File: config.mk
export PLATFORM = sky130hd
export DESIGN_NAME = multiset_bag_table
export DESIGN_NICKNAME = d
export VERILOG_FILES = /design/src/rtl/mbt_pkg.sv /design/src/rtl/mbt_scan.sv /design/src/rtl/multiset_bag_table.sv
export SDC_FILE = /design/constraint.sdc
export NUM_CORES = 2
export LEC_CHECK = 0
export BUFFER_PORTS_ARGS = -buffer_cell sky130_fd_sc_hd__buf_2
export CORE_ASPECT_RATIO = 0.5
export CORE_UTILIZATION = 40
export CTS_CLUSTER_DIAMETER = 150
export DETAILED_ROUTE_END_ITERATION = 8
export REMOVE_ABC_BUFFERS = 1
export SYNTH_ARGS = -nofsm -noshare
export SYNTH_HDL_FRONTEND = slang
export SYNTH_SLANG_ARGS = --single-unit
export TNS_END_PERCENT = 1
File: constraint.sdc
create_clock -name clk -period 9.65 [get_ports clk]
set_clock_uncertainty 0.1 [all_clocks]
set_input_delay 0.965 -clock clk [delete_from_list [all_inputs] [get_ports clk]]
set_output_delay 0.965 -clock clk [all_outputs]
set_load 0.02 [all_outputs]
File: src/rtl/mbt_pkg.sv
`timescale 1ns / 1ps
`default_nettype none
// ----------------------------------------------------------------------------
// mbt_pkg
// Shared types and constants for the fixed-capacity bag table: request and
// result payloads, operation and status codes, and the scan result bundle.
// ----------------------------------------------------------------------------
package mbt_pkg;

  localparam int CAP      = 32;
  localparam int VAL_W    = 32;
  localparam int ADDR_W   = (CAP > 1) ? $clog2(CAP) : 1;
  localparam int CNT_W    = $clog2(CAP + 1);
  localparam int OP_W     = 2;
  localparam int ST_W     = 2;
  localparam int LEVEL_W  = 6;
  localparam int IN_VAL_W = 32;

  typedef enum logic [OP_W-1:0] {
    OP_INSERT = 2'd0,
    OP_COUNT  = 2'd1,
    OP_ERASE  = 2'd2
  } op_t;

  typedef enum logic [ST_W-1:0] {
    STAT_OK        = 2'd0,
    STAT_FULL      = 2'd1,
    STAT_NOT_FOUND = 2'd2
  } status_t;

  typedef struct packed {
    logic [OP_W-1:0]     opcode;
    logic [IN_VAL_W-1:0] item_value;
  } in_item_t;

  typedef struct packed {
    logic [ST_W-1:0]    status;
    logic [LEVEL_W-1:0] match_count;
    logic [LEVEL_W-1:0] fill_level;
  } out_item_t;

  // running result of one scan pass
  typedef struct packed {
    logic              hit;
    logic [ADDR_W-1:0] hit_idx;
    logic [CNT_W-1:0]  count;
  } scan_res_t;

endpackage
`default_nettype wire

File: src/rtl/mbt_scan.sv
`timescale 1ns / 1ps
`default_nettype none
// ----------------------------------------------------------------------------
// mbt_scan
// Shared compare unit: checks one stored entry per cycle against the key while
// cmp_en is high, counts matches and keeps the index of the first match.
// ----------------------------------------------------------------------------
module mbt_scan (
  input  wire logic                      clk,
  input  wire logic                      rst_n,
  input  wire logic                      clr,
  input  wire logic                      cmp_en,
  input  wire logic [mbt_pkg::ADDR_W-1:0] cmp_idx,
  input  wire logic [mbt_pkg::VAL_W-1:0]  rdata,
  input  wire logic [mbt_pkg::VAL_W-1:0]  key,
  output mbt_pkg::scan_res_t             res
);
  import mbt_pkg::*;

  scan_res_t res_r, res_nxt;
  logic      eq;

  // single comparator shared over the whole pass
  assign eq = (rdata == key);

  always_comb begin
    res_nxt = res_r;
    if (clr) begin
      res_nxt = '0;
    end else if (cmp_en && eq) begin
      res_nxt.count = res_r.count + CNT_W'(1);
      if (!res_r.hit) begin
        res_nxt.hit     = 1'b1;
        res_nxt.hit_idx = cmp_idx;
      end
    end
  end

  always_ff @(posedge clk) begin
    if (!rst_n) begin
      res_r <= '0;
    end else begin
      res_r <= res_nxt;
    end
  end

  assign res = res_r;

endmodule
`default_nettype wire

File: src/rtl/multiset_bag_table.sv
`timescale 1ns / 1ps
`default_nettype none
// ----------------------------------------------------------------------------
// multiset_bag_table
// Fixed-capacity unordered multiset: insert, count matches, erase one match.
// ----------------------------------------------------------------------------
// A request is taken when start is high and busy is low; every request gives
// exactly one result, shown on out_item for a single cycle with out_valid high,
// and the receiver must take it then. Insert and unused opcodes finish at once:
// the result appears the cycle after the request and busy stays low. Count and
// erase on an empty table also finish at once. Otherwise count walks the
// stored entries through one memory read port and one comparator, one entry a
// cycle, and holds busy until the walk ends; erase stops at the first match and
// then moves the last entry into the freed slot (S_MOVE_RD, then S_MOVE_WR),
// holding busy until the move is done. No new request is taken while busy.
// No clearing pass follows reset.
// ----------------------------------------------------------------------------
module multiset_bag_table (
  input  wire logic               clk,
  input  wire logic               rst_n,
  input  wire logic               start,
  output      logic               busy,
  input  wire mbt_pkg::in_item_t  in_item,
  output      logic               out_valid,
  output      mbt_pkg::out_item_t out_item
);
  import mbt_pkg::*;

  typedef enum logic [4:0] {
    S_IDLE    = 5'b00001,
    S_SCAN    = 5'b00010,
    S_FIN     = 5'b00100,
    S_MOVE_RD = 5'b01000,
    S_MOVE_WR = 5'b10000
  } state_t;

  state_t            state_r, state_nxt;
  logic [CNT_W-1:0]  used_r, used_nxt;
  op_t               op_r, op_nxt;
  logic [VAL_W-1:0]  key_r, key_nxt;
  logic [ADDR_W-1:0] addr_r, addr_nxt;
  logic              issue_r, issue_nxt;
  logic              rd_v_r, rd_v_nxt;
  logic [ADDR_W-1:0] rd_idx_r, rd_idx_nxt;
  logic              out_valid_r, out_valid_nxt;
  out_item_t         out_item_r, out_item_nxt;

  // storage and its ports
  logic [VAL_W-1:0]  mem [CAP];
  logic [VAL_W-1:0]  rdata_r;
  logic              we;
  logic [ADDR_W-1:0] waddr;
  logic [VAL_W-1:0]  wdata;
  logic [ADDR_W-1:0] raddr;

  logic              scan_clr;
  scan_res_t         scan;
  logic [ADDR_W-1:0] last_idx;
  logic [VAL_W-1:0]  in_val;

  assign last_idx = ADDR_W'(used_r - CNT_W'(1));
  assign in_val   = in_item.item_value[VAL_W-1:0];

  mbt_scan u_scan (
    .clk     (clk),
    .rst_n   (rst_n),
    .clr     (scan_clr),
    .cmp_en  (rd_v_r),
    .cmp_idx (rd_idx_r),
    .rdata   (rdata_r),
    .key     (key_r),
    .res     (scan)
  );

  // sequencer
  always_comb begin
    state_nxt     = state_r;
    used_nxt      = used_r;
    op_nxt        = op_r;
    key_nxt       = key_r;
    addr_nxt      = addr_r;
    issue_nxt     = issue_r;
    rd_v_nxt      = 1'b0;
    rd_idx_nxt    = rd_idx_r;
    out_valid_nxt = 1'b0;
    out_item_nxt  = out_item_r;
    we            = 1'b0;
    waddr         = ADDR_W'(used_r);
    wdata         = in_val;
    raddr         = addr_r;
    scan_clr      = 1'b0;

    case (state_r)
      S_IDLE: begin
        if (start) begin
          op_nxt                   = op_t'(in_item.opcode);
          key_nxt                  = in_val;
          out_item_nxt.status      = STAT_OK;
          out_item_nxt.match_count = '0;
          out_item_nxt.fill_level  = LEVEL_W'(used_r);
          case (op_t'(in_item.opcode))
            OP_INSERT: begin
              out_valid_nxt = 1'b1;
              if (used_r < CNT_W'(CAP)) begin
                we                      = 1'b1;
                used_nxt                = used_r + CNT_W'(1);
                out_item_nxt.fill_level = LEVEL_W'(used_nxt);
              end else begin
                out_item_nxt.status = STAT_FULL;
              end
            end
            OP_COUNT, OP_ERASE: begin
              if (used_r == '0) begin
                out_valid_nxt = 1'b1;
                if (op_t'(in_item.opcode) == OP_ERASE) begin
                  out_item_nxt.status = STAT_NOT_FOUND;
                end
              end else begin
                state_nxt = S_SCAN;
                addr_nxt  = '0;
                issue_nxt = 1'b1;
                scan_clr  = 1'b1;
              end
            end
            default: begin
              out_valid_nxt = 1'b1;
            end
          endcase
        end
      end

      // one read issued and one compare done per cycle
      S_SCAN: begin
        if (issue_r) begin
          rd_v_nxt   = 1'b1;
          rd_idx_nxt = addr_r;
          if (addr_r == last_idx) begin
            issue_nxt = 1'b0;
          end else begin
            addr_nxt = addr_r + ADDR_W'(1);
          end
        end
        if ((!issue_r && !rd_v_r) || (op_r == OP_ERASE && scan.hit)) begin
          state_nxt = S_FIN;
          issue_nxt = 1'b0;
          rd_v_nxt  = 1'b0;
        end
      end

      S_FIN: begin
        out_item_nxt.fill_level  = LEVEL_W'(used_r);
        out_item_nxt.match_count = '0;
        out_item_nxt.status      = STAT_OK;
        if (op_r == OP_ERASE) begin
          if (scan.hit) begin
            state_nxt = S_MOVE_RD;
          end else begin
            out_item_nxt.status = STAT_NOT_FOUND;
            out_valid_nxt       = 1'b1;
            state_nxt           = S_IDLE;
          end
        end else begin
          out_item_nxt.match_count = LEVEL_W'(scan.count);
          out_valid_nxt            = 1'b1;
          state_nxt                = S_IDLE;
        end
      end

      // fetch the last entry, then drop it into the freed slot
      S_MOVE_RD: begin
        raddr     = last_idx;
        state_nxt = S_MOVE_WR;
      end

      S_MOVE_WR: begin
        we                      = 1'b1;
        waddr                   = scan.hit_idx;
        wdata                   = rdata_r;
        used_nxt                = used_r - CNT_W'(1);
        out_item_nxt.status     = STAT_OK;
        out_item_nxt.fill_level = LEVEL_W'(used_nxt);
        out_valid_nxt           = 1'b1;
        state_nxt               = S_IDLE;
      end

      default: begin
        state_nxt = S_IDLE;
      end
    endcase
  end

  // control registers
  always_ff @(posedge clk) begin
    if (!rst_n) begin
      state_r     <= S_IDLE;
      used_r      <= '0;
      issue_r     <= 1'b0;
      rd_v_r      <= 1'b0;
      out_valid_r <= 1'b0;
    end else begin
      state_r     <= state_nxt;
      used_r      <= used_nxt;
      issue_r     <= issue_nxt;
      rd_v_r      <= rd_v_nxt;
      out_valid_r <= out_valid_nxt;
    end
  end

  // payload registers
  always_ff @(posedge clk) begin
    op_r       <= op_nxt;
    key_r      <= key_nxt;
    addr_r     <= addr_nxt;
    rd_idx_r   <= rd_idx_nxt;
    out_item_r <= out_item_nxt;
  end

  // entry memory, one write and one registered read per cycle
  always_ff @(posedge clk) begin
    if (we) begin
      mem[waddr] <= wdata;
    end
    rdata_r <= mem[raddr];
  end

  assign busy      = (state_r != S_IDLE);
  assign out_valid = out_valid_r;
  assign out_item  = out_item_r;

endmodule
`default_nettype wire
==> results.cfg <==
[synth]
syn_area_um2 = 45700
synth_edf_count = 1082
ys.flop_type = edfxtp_1
netlist_instances = 3177
async_flop_share = 0
ys_seq_elements = 1140
synth_cell_type_count = 55
syn_avg_cell_area_um2 = 14.4
synth_seq_area_share = 0.736
synth_warnings = 0

[grt]
antenna_found_initial = 1
busiest_layer = met1
grt_first_pass_wirelength_um = 191000
grt.total_usage = 0.228
grt_pass1_vias = 26900
grt_util_met3 = 0.0453
gr-usage-met2 = 0.338
grt_max_degree = 181
grt-ovfl-total = 0
gr-usage-met1 = 0.342

[die]
die_w_um = 480
io_pins = 53
core_um2 = 113000
fp.dieArea_um2 = 116000
rows = 87
start_util = 0.405
fp.dieH_um = 241

[timing]
finalHoldViolCount = 0
maxSlewViolCount = 0
max_freq_mhz = 191
max_slew_margin = 0.242
setup_viol = 0
fin_crit_sh = 0.544
tns_ps = 0
min_period_ps = 5240
worst_pin_slew_ps = 1130
rsz0062_at_grt = no

[setup_path]
cp_max_fo = 90
path_delay_family = buffers and inverters
path_class = reg -> reg
cp.buffers_inverters = 4
slowest_delay_ps = 870
cpMostUsedCell = buf_4
crit_chain = inv_1 -> ha_1 -> or3_4 -> buf_4 -> buf_4 -> buf_4 -> and3_1 -> a211oi_1 -> o32ai_1 -> a221oi_1 -> mux2i_1
slowest_stage = buf_4
required_ps = 10210
cp-start-kind = register
critPathArrivalTime_ps = 5800
end_kind = register

[cts]
path_clk_slew_ps = 70
cts_root_buf = clkbuf_16
clkLatencyLatePin_ps = 730
cts_setup_buffers = 0
cts_buffers = 105
cts_sinks = 1140
htree_levels = 3
cts_resized = 0
cts_tree = built
cts_max_path_buffers = 3
ctsHoldBuffers = 0

[final_layout]
drive_gt1_frac = 0.107
layout.nets = 3195
diodes = 0
post-route-util = 0.452
syn_to_final_growth_pct = 11.6

[power_and_ir_drop]
leakage_nw = 16.7
power_mw = 9.98
peakVddDrop_mv = 0.136
p_per_area_nw_per_um2 = 195

[route]
wl_um = 134000
first_pass_iters = 5
ant_nets = 0
via_per_inst = 6.11
vias = 29100
drt_iter0_markers = 4007
wl_per_cell_um = 28.1
drc = 0

[run]
cap_violations = 0

[place]
place_hpwl_um = 63200
gp_congestion = 0.785
portBuffers = 52

[worst_hold_path]
hold_path.class = in -> reg

[outcome]
run_status = finished clean
==> per-stage QoR <==
step / cell area, um2 / hold slack [ps] / worst slack (ps) / instances
after global placement: 47500 / 363 / 4720 / 4556
after detailed placement: 47500 / 382 / 4510 / 4556
after global routing: 51000 / 303 / 4220 / 4756
final: 51000 / 331 / 4410 / 4756
after CTS: 51000 / 296 / 4520 / 4756
after floorplan: 44500 / 356 / -933 / 2922
==> report_power, final <==
group	internal (mW)	switching, mW	total (mW)
Sequential	5.44	0.0119	5.45
Clock	2.39	1.86	4.26
Combinational	0.0625	0.208	0.271
==> cells in the final DEF, fill, tap and decap left out, drive strengths merged, types with 3 or more instances in the layout <==
cell,count
a211oi,314
a21oi,235
a221oi,33
a22oi,33
a311oi,33
a32o,33
a32oi,35
and2,10
and3,196
buf,121
bufinv,10
clkbuf,148
clkinv,33
clkinvlp,6
dfxtp,58
edfxtp,1082
ha,8
inv,11
mux2i,42
nand2,425
nand2b,3
nand3,52
nand3b,3
nand4,3
nor2,65
nor2b,4
nor3,14
nor3b,4
nor4,40
o21ai,83
o32ai,35
or3,4
xnor2,9
xor2,43
==> final timing paths <==
kind         slack, ps  cells after the start       endpoint   startpoint
min reg2reg        390                      2  u_scan.res[6]  rd_idx_r[0]
max reg2reg       4410                     11    rdata_r[17]    used_r[0]
max               4410                     11    rdata_r[17]    used_r[0]
min                330                      1      key_r[17]  in_item[17]
==> routing by layer <==
metal | vias to the layer above | wire (um)
met5 | - | 0
met4 | 0 | 2730
met3 | 188 | 13800
met2 | 1571 | 57900
met1 | 14900 | 59200
li1 | 12400 | -
==> synthesized netlist by cell type, drive strengths merged, types with 2 or more instances <==
cell type | n | share of area
mux2i | 42 | 0.0092
buf | 104 | 0.015
and2 | 10 | 0.0014
nor3b | 4 | 0.00066
dfxtp | 58 | 0.025
o21ai | 83 | 0.0093
a311oi | 33 | 0.0065
xnor2 | 9 | 0.0017
a21oi | 235 | 0.026
a22oi | 33 | 0.0054
nand3 | 52 | 0.0057
nor3 | 14 | 0.0019
nor4 | 40 | 0.0056
inv | 8 | 0.00066
nand2b | 3 | 0.00041
clkbuf | 151 | 0.013
a211oi | 314 | 0.053
a32oi | 35 | 0.0067
a21boi | 2 | 0.00033
nand4 | 3 | 0.00041
a221oi | 33 | 0.0063
nor2 | 65 | 0.0053
a32o | 33 | 0.0072
or3 | 4 | 0.00055
nand3b | 3 | 0.00049
and3 | 196 | 0.027
o32ai | 35 | 0.0067
xor2 | 43 | 0.0082
o21a | 2 | 0.00033
nor2b | 4 | 0.00055
edfxtp | 1082 | 0.71
nand2 | 425 | 0.035
ha | 8 | 0.0022
o31ai | 2 | 0.00033
a21o | 2 | 0.00033
==> flip-flops by register name (all words and copies together), names as in the netlist, 2 cells and up <==
name and cells:
op_r 2, rdata_r 32, used_r 6, state_r 5, rd_idx_r 5, mem 1024
out_item 14, u_scan.res 12, key_r 32, addr_r 5
==> logic make-up after synthesis <==
family / count (synthesis) / share of synthesized area
flops: 1140 / 0.736
compound gates: 847 / 0.129
simple gates: 824 / 0.0852
buf+inv: 263 / 0.0284
xor+xnor: 52 / 0.00996
mux: 43 / 0.00944
fa+ha+maj: 8 / 0.00219
==> final cells by class <==
| cell class | count | area (um2) |
|---|---|---|
| Inverter | 8 | 30.0 |
| Fill cell | 9825 | 61900 |
| Sequential cell | 1140 | 33700 |
| Clock buffer | 148 | 2920 |
| Clock inverter | 52 | 593 |
| Multi-Input combinational cell | 1774 | 11100 |
| Tap cell | 1513 | 1890 |
| Timing Repair Buffer | 121 | 816 |
Power figures use the tool's default switching activity.
